==> config.mk <==
export PLATFORM = sky130hd
export DESIGN_NAME = bounded_window_average_queue_flat
export DESIGN_NICKNAME = d
export VERILOG_FILES = /design/src/hw/rtl/bwaq_pkg.sv /design/src/hw/rtl/bwaq_if.sv /design/src/hw/rtl/bwaq_front.sv /design/src/hw/rtl/bwaq_div.sv /design/src/hw/rtl/bwaq_back.sv /design/src/hw/rtl/bounded_window_average_queue.sv /design/src/flat_wrapper.sv
export SDC_FILE = /design/constraint.sdc
export NUM_CORES = 1
export LEC_CHECK = 0
export BUFFER_PORTS_ARGS = -buffer_cell sky130_fd_sc_hd__buf_4
export CORE_MARGIN = 1.5
export CORE_UTILIZATION = 61
export DETAILED_ROUTE_END_ITERATION = 8
export PLACE_DENSITY_LB_ADDON = 0.08
export SLEW_MARGIN = 15
export SYNTH_ARGS = -nofsm -noshare
export SYNTH_HDL_FRONTEND = slang
export SYNTH_SLANG_ARGS = --single-unit
==> constraint.sdc <==
create_clock -name clock -period 29.8 [get_ports clock]
set_clock_uncertainty 0.15 [all_clocks]
set_input_delay 1.49 -clock clock [delete_from_list [all_inputs] [get_ports clock]]
set_output_delay 1.49 -clock clock [all_outputs]
set_load 0.01 [all_outputs]
==> src/hw/rtl/bwaq_pkg.sv <==
`timescale 1ns / 1ps

package bwaq_pkg;

   // Fixed widths of the channel fields.
   localparam int VALUE_FIELD_BITS = 24;
   localparam int COUNT_FIELD_BITS = 3;

   // Quotient bits resolved per divider cycle.
   localparam int STEP_BITS = 8;

   // Operation codes on the request channel.
   localparam logic OP_INSERT = 1'b0;
   localparam logic OP_REMOVE = 1'b1;

   // Status codes on the response channel.
   localparam logic STATUS_DONE  = 1'b0;
   localparam logic STATUS_EMPTY = 1'b1;

   typedef struct packed {
      logic                        operation;
      logic [VALUE_FIELD_BITS-1:0] sample_value;
   } req_payload_type;

   typedef struct packed {
      logic [VALUE_FIELD_BITS-1:0] window_mean;
      logic [VALUE_FIELD_BITS-1:0] removed_value;
      logic                        status;
      logic [COUNT_FIELD_BITS-1:0] held_count;
   } rsp_payload_type;

   typedef enum logic {
      CMD_INSERT,
      CMD_REMOVE
   } cmd_kind_type;

   typedef struct packed {
      cmd_kind_type                kind;
      logic [VALUE_FIELD_BITS-1:0] value;
   } cmd_type;

   typedef enum logic [1:0] {
      BACK_IDLE,
      BACK_UPDATE,
      BACK_DIVIDE,
      BACK_RESPOND
   } back_state_type;

endpackage

==> src/hw/rtl/bwaq_if.sv <==
`timescale 1ns / 1ps

interface bwaq_req_if;
   logic                      valid;
   logic                      ready;
   bwaq_pkg::req_payload_type payload;

   modport source (output valid, output payload, input ready);
   modport sink   (input valid, input payload, output ready);
endinterface

interface bwaq_rsp_if;
   logic                      valid;
   logic                      ready;
   bwaq_pkg::rsp_payload_type payload;

   modport source (output valid, output payload, input ready);
   modport sink   (input valid, input payload, output ready);
endinterface

==> src/hw/rtl/bwaq_front.sv <==
`timescale 1ns / 1ps

// Accepts request beats, turns them into commands and holds them in a
// two-entry queue until the back end takes them.
module bwaq_front (
   input  logic                      clock,
   input  logic                      reset,
   input  logic                      req_valid,
   output logic                      req_ready,
   input  bwaq_pkg::req_payload_type req_payload,
   output logic                      cmd_valid,
   input  logic                      cmd_ready,
   output bwaq_pkg::cmd_type         cmd
);

   bwaq_pkg::cmd_type entry_ff [2];
   bwaq_pkg::cmd_type entry_in;
   logic              wr_ptr_ff;
   logic              wr_ptr_in;
   logic              rd_ptr_ff;
   logic              rd_ptr_in;
   logic [1:0]        fill_ff;
   logic [1:0]        fill_in;
   logic              push;
   logic              pop;

   assign req_ready = (fill_ff != 2'd2);
   assign cmd_valid = (fill_ff != 2'd0);
   assign cmd       = entry_ff[rd_ptr_ff];
   assign push      = req_valid && req_ready;
   assign pop       = cmd_valid && cmd_ready;

   always_comb begin
      entry_in.kind  = (req_payload.operation == bwaq_pkg::OP_REMOVE) ?
                       bwaq_pkg::CMD_REMOVE : bwaq_pkg::CMD_INSERT;
      entry_in.value = req_payload.sample_value;
      wr_ptr_in      = push ? ~wr_ptr_ff : wr_ptr_ff;
      rd_ptr_in      = pop  ? ~rd_ptr_ff : rd_ptr_ff;
      priority case (1'b1)
         push && !pop: fill_in = fill_ff + 2'd1;
         pop && !push: fill_in = fill_ff - 2'd1;
         default:      fill_in = fill_ff;
      endcase
   end

   always_ff @(posedge clock) begin
      if (reset) begin
         wr_ptr_ff <= 1'b0;
         rd_ptr_ff <= 1'b0;
         fill_ff   <= 2'd0;
      end else begin
         wr_ptr_ff <= wr_ptr_in;
         rd_ptr_ff <= rd_ptr_in;
         fill_ff   <= fill_in;
      end
   end

   always_ff @(posedge clock) begin
      if (push) begin
         entry_ff[wr_ptr_ff] <= entry_in;
      end
   end

endmodule

==> src/hw/rtl/bwaq_div.sv <==
`timescale 1ns / 1ps

// Restoring divider that resolves STEP_BITS quotient bits per cycle.
// The remainder fits the divisor width since it stays below the divisor.
module bwaq_div #(
   parameter int DW = 32,
   parameter int CW = 3
) (
   input  logic          clock,
   input  logic          reset,
   input  logic          start,
   input  logic [DW-1:0] dividend,
   input  logic [CW-1:0] divisor,
   output logic          done,
   output logic [DW-1:0] quotient,
   output logic [CW-1:0] remainder
);

   localparam int STEPS = DW / bwaq_pkg::STEP_BITS;
   localparam int SCW   = (STEPS > 1) ? $clog2(STEPS) : 1;

   logic           busy_ff;
   logic           busy_in;
   logic           done_ff;
   logic           done_in;
   logic [SCW-1:0] step_ff;
   logic [SCW-1:0] step_in;
   logic [DW-1:0]  work_ff;
   logic [DW-1:0]  work_in;
   logic [CW-1:0]  rem_ff;
   logic [CW-1:0]  rem_in;
   logic [CW-1:0]  div_ff;
   logic [CW-1:0]  div_in;

   assign done      = done_ff;
   assign quotient  = work_ff;
   assign remainder = rem_ff;

   always_comb begin
      logic [CW:0]   r;
      logic [DW-1:0] w;
      r = {1'b0, rem_ff};
      w = work_ff;
      for (int i = 0; i < bwaq_pkg::STEP_BITS; i++) begin
         r = {r[CW-1:0], w[DW-1]};
         w = {w[DW-2:0], 1'b0};
         if (r >= {1'b0, div_ff}) begin
            r    = r - {1'b0, div_ff};
            w[0] = 1'b1;
         end
      end

      busy_in = busy_ff;
      done_in = 1'b0;
      step_in = step_ff;
      work_in = work_ff;
      rem_in  = rem_ff;
      div_in  = div_ff;
      if (start) begin
         busy_in = 1'b1;
         step_in = SCW'(STEPS - 1);
         work_in = dividend;
         rem_in  = '0;
         div_in  = divisor;
      end else if (busy_ff) begin
         work_in = w;
         rem_in  = r[CW-1:0];
         step_in = step_ff - SCW'(1);
         if (step_ff == '0) begin
            busy_in = 1'b0;
            done_in = 1'b1;
         end
      end
   end

   always_ff @(posedge clock) begin
      if (reset) begin
         busy_ff <= 1'b0;
         done_ff <= 1'b0;
      end else begin
         busy_ff <= busy_in;
         done_ff <= done_in;
      end
   end

   always_ff @(posedge clock) begin
      step_ff <= step_in;
      work_ff <= work_in;
      rem_ff  <= rem_in;
      div_ff  <= div_in;
   end

endmodule

==> src/hw/rtl/bwaq_back.sv <==
`timescale 1ns / 1ps

// Executes one command at a time: reads the oldest entry, updates the
// circular window and running total, after an insert divides the total by
// the count, and holds the response until it is taken.
module bwaq_back #(
   parameter int WINDOW     = 5,
   parameter int VALUE_BITS = 24
) (
   input  logic                      clock,
   input  logic                      reset,
   input  logic                      cmd_valid,
   output logic                      cmd_ready,
   input  bwaq_pkg::cmd_type         cmd,
   output logic                      rsp_valid,
   input  logic                      rsp_ready,
   output bwaq_pkg::rsp_payload_type rsp_payload
);

   localparam int FB  = bwaq_pkg::VALUE_FIELD_BITS;
   localparam int HB  = bwaq_pkg::COUNT_FIELD_BITS;
   localparam int CW  = $clog2(WINDOW + 1);
   localparam int PW  = (WINDOW > 1) ? $clog2(WINDOW) : 1;
   localparam int SW  = CW + 1;
   localparam int TW  = VALUE_BITS + CW;
   localparam int DW  = ((TW + bwaq_pkg::STEP_BITS - 1) / bwaq_pkg::STEP_BITS) *
                        bwaq_pkg::STEP_BITS;

   localparam logic [PW-1:0] LAST_SLOT  = PW'(WINDOW - 1);
   localparam logic [CW-1:0] FULL_COUNT = CW'(WINDOW);
   localparam logic [SW-1:0] WINDOW_SUM = SW'(WINDOW);

   bwaq_pkg::back_state_type state_ff;
   bwaq_pkg::back_state_type state_in;

   bwaq_pkg::cmd_kind_type   kind_ff;
   bwaq_pkg::cmd_kind_type   kind_in;
   logic [FB-1:0]            value_ff;
   logic [FB-1:0]            value_in;

   logic [VALUE_BITS-1:0]    window_mem [WINDOW];
   logic [VALUE_BITS-1:0]    rd_data_ff;
   logic                     mem_we;
   logic [PW-1:0]            wr_addr;

   logic [PW-1:0]            oldest_ff;
   logic [PW-1:0]            oldest_in;
   logic [CW-1:0]            count_ff;
   logic [CW-1:0]            count_in;
   logic [TW-1:0]            total_ff;
   logic [TW-1:0]            total_in;

   bwaq_pkg::rsp_payload_type rsp_ff;
   bwaq_pkg::rsp_payload_type rsp_in;
   logic                      load_rsp;

   logic                     div_start;
   logic                     div_done;
   logic [DW-1:0]            div_quo;
   logic [CW-1:0]            div_rem;

   // Width adjustments between internal and field widths.
   logic [VALUE_BITS+FB-1:0] value_ext;
   logic [VALUE_BITS-1:0]    value_v;
   logic [TW+VALUE_BITS-1:0] value_tot_ext;
   logic [TW+VALUE_BITS-1:0] old_tot_ext;
   logic [TW-1:0]            value_tot;
   logic [TW-1:0]            old_tot;
   logic [VALUE_BITS+FB-1:0] old_field_ext;
   logic [CW-1:0]            count_dec;
   logic [CW+HB-1:0]         held_dec_ext;
   logic [CW+HB-1:0]         held_cur_ext;
   logic [DW+TW-1:0]         dividend_ext;
   logic [DW-1:0]            mean_round;
   logic [DW+FB-1:0]         mean_ext;
   logic                     round_up;

   logic                     full;
   logic [PW-1:0]            next_oldest;
   logic [SW-1:0]            tail_sum;
   logic [SW-1:0]            tail_wrap;

   assign value_ext     = {{VALUE_BITS{1'b0}}, value_ff};
   assign value_v       = value_ext[VALUE_BITS-1:0];
   assign value_tot_ext = {{TW{1'b0}}, value_v};
   assign value_tot     = value_tot_ext[TW-1:0];
   assign old_tot_ext   = {{TW{1'b0}}, rd_data_ff};
   assign old_tot       = old_tot_ext[TW-1:0];
   assign old_field_ext = {{FB{1'b0}}, rd_data_ff};
   assign count_dec     = count_ff - CW'(1);
   assign held_dec_ext  = {{HB{1'b0}}, count_dec};
   assign held_cur_ext  = {{HB{1'b0}}, count_ff};
   assign dividend_ext  = {{DW{1'b0}}, total_in};

   // Round up only when twice the remainder exceeds the count.
   assign round_up   = ({div_rem, 1'b0} > {1'b0, count_ff});
   assign mean_round = div_quo + {{(DW-1){1'b0}}, round_up};
   assign mean_ext   = {{FB{1'b0}}, mean_round};

   assign full        = (count_ff == FULL_COUNT);
   assign next_oldest = (oldest_ff == LAST_SLOT) ? '0 : oldest_ff + PW'(1);
   assign tail_sum    = {{(SW-PW){1'b0}}, oldest_ff} + {1'b0, count_ff};
   assign tail_wrap   = (tail_sum >= WINDOW_SUM) ? tail_sum - WINDOW_SUM : tail_sum;

   assign rsp_valid   = (state_ff == bwaq_pkg::BACK_RESPOND);
   assign rsp_payload = rsp_ff;

   bwaq_div #(
      .DW (DW),
      .CW (CW)
   ) u_div (
      .clock     (clock),
      .reset     (reset),
      .start     (div_start),
      .dividend  (dividend_ext[DW-1:0]),
      .divisor   (count_in),
      .done      (div_done),
      .quotient  (div_quo),
      .remainder (div_rem)
   );

   // Next state.
   always_comb begin
      unique case (state_ff)
         bwaq_pkg::BACK_IDLE:
            state_in = cmd_valid ? bwaq_pkg::BACK_UPDATE : bwaq_pkg::BACK_IDLE;
         bwaq_pkg::BACK_UPDATE:
            state_in = (kind_ff == bwaq_pkg::CMD_INSERT) ?
                       bwaq_pkg::BACK_DIVIDE : bwaq_pkg::BACK_RESPOND;
         bwaq_pkg::BACK_DIVIDE:
            state_in = div_done ? bwaq_pkg::BACK_RESPOND : bwaq_pkg::BACK_DIVIDE;
         bwaq_pkg::BACK_RESPOND:
            state_in = rsp_ready ? bwaq_pkg::BACK_IDLE : bwaq_pkg::BACK_RESPOND;
      endcase
   end

   // Outputs and datapath controls.
   always_comb begin
      cmd_ready = 1'b0;
      kind_in   = kind_ff;
      value_in  = value_ff;
      mem_we    = 1'b0;
      wr_addr   = oldest_ff;
      oldest_in = oldest_ff;
      count_in  = count_ff;
      total_in  = total_ff;
      div_start = 1'b0;
      load_rsp  = 1'b0;
      rsp_in    = '0;
      unique case (state_ff)
         bwaq_pkg::BACK_IDLE: begin
            cmd_ready = 1'b1;
            if (cmd_valid) begin
               kind_in  = cmd.kind;
               value_in = cmd.value;
            end
         end
         bwaq_pkg::BACK_UPDATE: begin
            if (kind_ff == bwaq_pkg::CMD_INSERT) begin
               mem_we    = 1'b1;
               div_start = 1'b1;
               if (full) begin
                  // The new value takes the slot of the dropped one.
                  wr_addr   = oldest_ff;
                  oldest_in = next_oldest;
                  total_in  = total_ff - old_tot + value_tot;
               end else begin
                  wr_addr  = tail_wrap[PW-1:0];
                  count_in = count_ff + CW'(1);
                  total_in = total_ff + value_tot;
               end
            end else if (count_ff == '0) begin
               load_rsp      = 1'b1;
               rsp_in.status = bwaq_pkg::STATUS_EMPTY;
            end else begin
               oldest_in            = next_oldest;
               count_in             = count_dec;
               total_in             = total_ff - old_tot;
               load_rsp             = 1'b1;
               rsp_in.removed_value = old_field_ext[FB-1:0];
               rsp_in.status        = bwaq_pkg::STATUS_DONE;
               rsp_in.held_count    = held_dec_ext[HB-1:0];
            end
         end
         bwaq_pkg::BACK_DIVIDE: begin
            if (div_done) begin
               load_rsp           = 1'b1;
               rsp_in.window_mean = mean_ext[FB-1:0];
               rsp_in.status      = bwaq_pkg::STATUS_DONE;
               rsp_in.held_count  = held_cur_ext[HB-1:0];
            end
         end
         bwaq_pkg::BACK_RESPOND: begin
            cmd_ready = 1'b0;
         end
      endcase
   end

   always_ff @(posedge clock) begin
      if (reset) begin
         state_ff  <= bwaq_pkg::BACK_IDLE;
         oldest_ff <= '0;
         count_ff  <= '0;
         total_ff  <= '0;
      end else begin
         state_ff  <= state_in;
         oldest_ff <= oldest_in;
         count_ff  <= count_in;
         total_ff  <= total_in;
      end
   end

   always_ff @(posedge clock) begin
      kind_ff  <= kind_in;
      value_ff <= value_in;
      if (load_rsp) begin
         rsp_ff <= rsp_in;
      end
   end

   // Window storage: one write port, one registered read of the oldest slot.
   always_ff @(posedge clock) begin
      if (mem_we) begin
         window_mem[wr_addr] <= value_v;
      end
      rd_data_ff <= window_mem[oldest_ff];
   end

endmodule

==> src/hw/rtl/bounded_window_average_queue.sv <==
`timescale 1ns / 1ps

// Sliding window average queue.
// The request channel carries one command per beat: insert a sample or
// remove the oldest one. The response channel returns exactly one beat per
// request, in order: the rounded mean after an insert, the popped value
// after a remove, an empty status for a remove on an empty window, and the
// count of held values.
// A two-entry command queue sits in front of the execution engine, so up to
// two requests are taken while a response waits; the request side stalls
// only when that queue is full.
// A remove passes through the command queue and the update state before
// its response is valid; an insert also waits in the divide state while the
// divider works through the running total in 8-bit steps.
// Commands execute one at a time: the engine takes the next command only
// after the receiver has taken the response to the last one, and an insert
// holds the engine longer than a remove because of the running-total divider.
// A stalled response holds its beat unchanged and the engine waits.
// Reset empties the window and the command queue at the next rising edge.
module bounded_window_average_queue #(
   parameter int WINDOW     = 5,
   parameter int VALUE_BITS = 24
) (
   input  logic              clock,
   input  logic              reset,
   bwaq_req_if.sink          req_chan,
   bwaq_rsp_if.source        rsp_chan
);

   // Command hand-off between the front end and the execution engine.
   logic              cmd_valid;
   logic              cmd_ready;
   bwaq_pkg::cmd_type cmd;

   bwaq_front u_front (
      .clock       (clock),
      .reset       (reset),
      .req_valid   (req_chan.valid),
      .req_ready   (req_chan.ready),
      .req_payload (req_chan.payload),
      .cmd_valid   (cmd_valid),
      .cmd_ready   (cmd_ready),
      .cmd         (cmd)
   );

   // The engine owns the window storage, the running total and the divider.
   bwaq_back #(
      .WINDOW     (WINDOW),
      .VALUE_BITS (VALUE_BITS)
   ) u_back (
      .clock       (clock),
      .reset       (reset),
      .cmd_valid   (cmd_valid),
      .cmd_ready   (cmd_ready),
      .cmd         (cmd),
      .rsp_valid   (rsp_chan.valid),
      .rsp_ready   (rsp_chan.ready),
      .rsp_payload (rsp_chan.payload)
   );

endmodule

==> src/flat_wrapper.sv <==
// flat-port wrapper written by rule: the top's interface ports become plain ports
module bounded_window_average_queue_flat 
#(
   parameter int WINDOW     = 5,
   parameter int VALUE_BITS = 24
)
  (clock, reset, req_chan_valid, req_chan_payload, req_chan_ready, rsp_chan_valid, rsp_chan_payload, rsp_chan_ready);
  bwaq_req_if req_chan_i ();
  bwaq_rsp_if rsp_chan_i ();
  input  logic clock;
  input  logic reset;
  input wire logic [$bits(req_chan_i.valid)-1:0] req_chan_valid;
  input wire logic [$bits(req_chan_i.payload)-1:0] req_chan_payload;
  output wire logic [$bits(req_chan_i.ready)-1:0] req_chan_ready;
  output wire logic [$bits(rsp_chan_i.valid)-1:0] rsp_chan_valid;
  output wire logic [$bits(rsp_chan_i.payload)-1:0] rsp_chan_payload;
  input wire logic [$bits(rsp_chan_i.ready)-1:0] rsp_chan_ready;
  assign req_chan_i.valid = req_chan_valid;
  assign req_chan_i.payload = req_chan_payload;
  assign req_chan_ready = req_chan_i.ready;
  assign rsp_chan_valid = rsp_chan_i.valid;
  assign rsp_chan_payload = rsp_chan_i.payload;
  assign rsp_chan_i.ready = rsp_chan_ready;
  bounded_window_average_queue #(.WINDOW(WINDOW), .VALUE_BITS(VALUE_BITS)) u_core (.clock(clock), .reset(reset), .req_chan(req_chan_i), .rsp_chan(rsp_chan_i));
endmodule
# Yosys cells after proc, flatten, opt, wreduce, memory -nomap -nowiden
# Memory sizes are Yosys's and may differ from the RTL's. A register that Yosys moved wholly into a read port is not among the register bits.
# Index checks and enable logic that the tools add are counted.
# word_totals
regBits	133
inputBits	29
out_inout_bits	54
ram_bits	170
elab_cells	141
mem_count	2
# memory_table
name	depth	width	rd	rd_ports_with_merged_regs	wr	line_no	text
u_core.u_back.window_mem	5	24	1	1	1	bwaq_back.sv:41	logic [VALUE_BITS-1:0] window_mem [WINDOW];
u_core.u_front.entry_ff	2	25	1	1	1	bwaq_front.sv:16	bwaq_pkg::cmd_type entry_ff [2];
# op_classes
bitwise_logic	5
eq_ne	7
order_cmp	10
addsub	20
n_mux	61
reduce_logical	18
# op_table
cell	n
$mux 27	6
$mux 3	22
$add 27x24->27	2
$ge 4x3->1	8
$sub 27x24->27	1
$mux 1	26
$add 24x1->24	1
$sub 3x3->3	8
$pmux 2 s4	1
$pmux 4 s2	1
$reduce_bool 2->1	4
$add 3x1->3 const B	2
$eq 3x3->1 const B	2
$mux 2	3
$reduce_or 3->1	2
$not 1->1	5
$add 3x3->4	1
$eq 2x2->1 const B	2
$ge 4x3->1 const B	1
$gt 4x3->1	1
$logic_and 1x1->1	4
$logic_not 2->1	2
$mux 4	1
$ne 2x2->1 const B	2
10 further kinds	13

# Logic depth before layout (Yosys ltp)
# depth
word_depth	18
ltp_mapped	63
ltp_nobuf	63

# Cells and area by module
# From an unflattened synthesis, not the netlist that was laid out.
# unflattened
cells_unflattened	1485
area_unflattened_um2	18026.0
# modules_own_cells
mod	instances	cells_each	area_each_um2	seq_area_each_um2
bwaq_back	1	1131	13132.6	7096.8
bwaq_div	1	252	2867.8	1191.1
bwaq_front	1	102	2025.7	1601.5

# Worst setup path after synthesis
# OpenSTA, ideal clock, no wires.
# synth_timing
path_type	flip-flop to flip-flop
from	reg u_core.u_back.u_div.div_ff[1]
to	reg u_core.u_back.u_div.rem_ff[0], in the netlist u_core.u_back.u_div.remainder[0]
required_ps	29583
setup_slack_ps	17593
stages_incl_launch_ff	59
n_path_buf	0
arrival_time_ps	11990
setup_time_ps	67
period_less_slack_ps	12207
path_cell_list	edfxtp_1 > inv_1 > fa_1 > a211oi_1 > nand2_1 > o21ai_0 > inv_1 > ha_1 > and3_1 > nor3_1 > o21ai_0 > nand2_1 > a21boi_0 > ha_1 > a21bo_2 > a21oi_1 > o211ai_4 > a21oi_1 > [... 23 more ...] > nor2_1 > o211ai_1 > o31a_4 > mux2i_1 > ha_1 > nand2_1 > nand2_1 > a21o_1 > a2111oi_1 > mux2i_4 > mux2i_1 > fa_1 > a21o_1 > a21o_1 > a2111o_1 > mux2_4 > mux2_4 > a21oi_2
# synth_between
elab_chain_len	16
elab_cells_between_ends	23
cone_classes	add/sub (7); order compare (8); mux (8)
# synth_lines
item	line_no	text
from (decl)	bwaq_div.sv:32	logic [CW-1:0] div_ff;
from (signal assigned)	bwaq_div.sv:90	div_ff <= div_in;
$ge 4x3->1 / $sub 3x3->3 (equally long branches)	bwaq_div.sv:47, bwaq_div.sv:48	
$mux 3	bwaq_div.sv:47	if (r >= {1'b0, div_ff}) begin
$ge 4x3->1 / $sub 3x3->3 (equally long branches)	bwaq_div.sv:47, bwaq_div.sv:48	
$mux 3	bwaq_div.sv:47	
$ge 4x3->1 / $sub 3x3->3 (equally long branches)	bwaq_div.sv:47, bwaq_div.sv:48	
$mux 3	bwaq_div.sv:47	
$ge 4x3->1 / $sub 3x3->3 (equally long branches)	bwaq_div.sv:47, bwaq_div.sv:48	
$mux 3	bwaq_div.sv:47	
$ge 4x3->1 / $sub 3x3->3 (equally long branches)	bwaq_div.sv:47, bwaq_div.sv:48	
$mux 3	bwaq_div.sv:47	
$ge 4x3->1 / $sub 3x3->3 (equally long branches)	bwaq_div.sv:47, bwaq_div.sv:48	
$mux 3	bwaq_div.sv:47	
$ge 4x3->1 / $sub 3x3->3 (equally long branches)	bwaq_div.sv:47, bwaq_div.sv:48	
$mux 3	bwaq_div.sv:47	
$ge 4x3->1 *	bwaq_div.sv:47	
$mux 3 *	bwaq_div.sv:47	
to (signal assigned)	bwaq_div.sv:89	rem_ff <= rem_in;
to (decl)	bwaq_div.sv:30	logic [CW-1:0] rem_ff;
# Mark *: on every way between the ends. The rest lies on a longest branch, timed or not.
# A chain may end at the register's enable or synchronous reset.

# Worst setup path in the final report
# Same ends and word-level chain as after synthesis.

==> run summary <==
Slowest stage cell, crit path - edfxtp_1
Endpoints failing setup - 0
Tcrit/Tclk final - 46.4%
R2r startpoint - u_core.u_back.u_div.div_ff[1]
Post-CTS resize count - 0
Yosys cell types - 73
Post-Syn Area - 17500 um^2
Die Ht - 173 um
CTS root buf - clkbuf_16
Arrival time worst endpoint - 14.13 ns
Vias in the first global route - 11.4k
Largest net degree at the start of global routing - 53
Hold Buf Count CTS - 0
Hold Startpoint - u_core.u_back.window_mem[4][18]
Worst hold path cell count - 1
Clock Path Buffers - 3
CP peak stage delay - 0.69 ns
Final Instance Area - 19900 um^2
Slew headroom - 29.0%
Cells after Synth - 1446
Post-Synthesis Net Count - 1583
Clock Pin Slew Worst Setup and Hold Paths - 0.06 ns
Routed WL per cell - 20.0 um
Area grow syn2layout - 13.1%
Placed Area - 18600 um^2
Initial antenna violation count - 0
Die area - 29800 um^2
Most frequent cells in the layout - 277 x edfxtp_1, 124 x nor2_1, 117 x nand2_1
Commonest non-fill, non-tap cell in the layout - edfxtp_1
HPWL after DPL - 27400 um
Reg2Reg Depth - 58
Worst Tran Pin Value - 1.06 ns
Number of enable flip-flop cells after synthesis - 277
Tmin final - 13.83 ns
Global-route wire length before repair - 60900 um
Die width - 173 um
WS Path Type - register to register
CP max FO - 10
Synthesized flop and latch total - 352
Synth warn - 0
Worst skew pair latency - 0.53 ns
Gp weighted congestion - 0.898
Asr flop ratio synth - 0%
Pre-antenna DRT Iters - 6
Max Cap Viol - 0
Starting Density - 62.6%
Total gr overflow - 0
Top sig layer - met4
Final Core Density - 70.9%
Setup TNS - 0 ns
Nets - 1669
Worst EP required - 30.10 ns
Share of cells above drive strength 1 - 17.6%
Routed Antenna Nets - 0
Htree depth - 2
Critical path launch point type - register
Met3 routed WL - 2350 um
WHS Endpoint - u_core.u_back.rd_data_ff[18]
Cts bufs inserted - 37
Ports - 83
Total Routing Usage GR - 26.1%
Most frequent CP cell - nand2_1
CTS sink count - 352
Flop-to-flop setup slack - 15.97 ns
Met1 Wirelength - 17200 um
CTS tree - done
Seq/Total Area, Yosys - 56.0%
Antenna diode count - 0
RSZ-0062 raised after global routing - no
Syn Area/Cell - 12.1 um^2
Final Hold Fails - 0
Crit. End Element - register
Post-DR vias/cell - 5.99
Fmax - 72.3 MHz
Drc violations - 0
Max-slew violations - 0
Core area - 28000 um^2
DR WL met2 - 18100 um
Hold slack - 0.318 ns
Final wirelength - 38800 um
Post-CTS setup buffers - 0
Reg2reg end - u_core.u_back.u_div.remainder[0]
Top FF cell, synth - edfxtp_1
Status - finished clean
Row Count - 61
Hold/Removal Path Class - register to register
Port Buffers - 82
Vias - 11.6k
Initial DRC Count - 919
-- per-layer routing --
| layer | vias to the layer above | global-route usage (%) |
|---|---|---|
| li1 | 5521 | - |
| met1 | 5612 | 36.5 |
| met2 | 394 | 42.1 |
| met3 | 80 | 3.94 |
| met4 | 0 | 9.25 |
| met5 | - | 0 |
-- how the worst max path moves through the flow --
stage                                                   to                          start  cells after the start
final                     u_core.u_back.u_div.remainder[0]  u_core.u_back.u_div.div_ff[1]                     58
after global routing      u_core.u_back.u_div.remainder[0]  u_core.u_back.u_div.div_ff[1]                     58
after CTS                 u_core.u_back.u_div.remainder[0]  u_core.u_back.u_div.div_ff[1]                     58
after detailed placement  u_core.u_back.u_div.remainder[0]  u_core.u_back.u_div.div_ff[1]                     58
after global placement    u_core.u_back.u_div.remainder[0]  u_core.u_back.u_div.div_ff[1]                     58
after floorplan           u_core.u_back.u_div.remainder[0]  u_core.u_back.u_div.div_ff[1]                     58
-- registers in the layout (all words and copies together) (netlist names), 24 cells and up --
name	flops
u_core.u_back.rsp_payload	52
u_core.u_back.value_ff	24
u_core.u_back.rd_data_ff	24
u_core.u_back.total_ff	27
u_core.u_back.u_div.quotient	32
u_core.u_front.entry_ff	50
u_core.u_back.window_mem	120
-- per-stage QoR --
step	instances	setup slack, ns
after CTS	1938	15.96
after floorplan	1446	17.59
after global routing	1938	14.82
after detailed placement	1871	16.01
after global placement	1871	16.32
final	1938	15.97
-- cell usage after synthesis (all sizes together) (24+ instances only) --
| master | count | area share, % |
|---|---|---|
| dfxtp | 75 | 8.6 |
| a21oi | 58 | 1.7 |
| nand3 | 26 | 0.74 |
| xor2 | 36 | 1.8 |
| nand2 | 117 | 2.5 |
| clkbuf | 42 | 0.90 |
| o21ai | 83 | 2.4 |
| xnor2 | 38 | 1.9 |
| inv | 85 | 1.8 |
| ha | 97 | 6.9 |
| mux2 | 67 | 4.3 |
| nor2 | 129 | 2.8 |
| mux4 | 24 | 3.1 |
| edfxtp | 277 | 47 |
-- worst max-delay path: cells and delay by family, from the launching register on --
family | cells | cell delay, ns
simple gates | 15 | 1.78
fa+ha+maj | 8 | 2.94
compound gates | 24 | 5.59
buf+inv | 5 | 0.73
flops | 1 | 0.69
mux | 6 | 1.83
-- area by class of cell --
type | instances | area [um^2]
timing repair buffer | 97 | 728
inverter | 86 | 323
clock inverter | 20 | 244
fill | 2013 | 8160
clock buffer | 47 | 1000
multi-input combinational | 958 | 7260
sequential | 352 | 9820
tap | 378 | 473
-- kinds of logic after synthesis --
group | share of synthesized area, %
AO/OA/AOI/OAI | 10.8
XOR/XNOR | 3.69
adder cells (fa/ha/maj) | 8.17
buffers and inverters | 2.91
flip-flops | 56.0
multiplexers | 8.58
AND/OR/NAND/NOR | 9.86
Power is not shown: default switching activity piles up to over one toggle a cycle in this logic, so the estimate is an artifact.
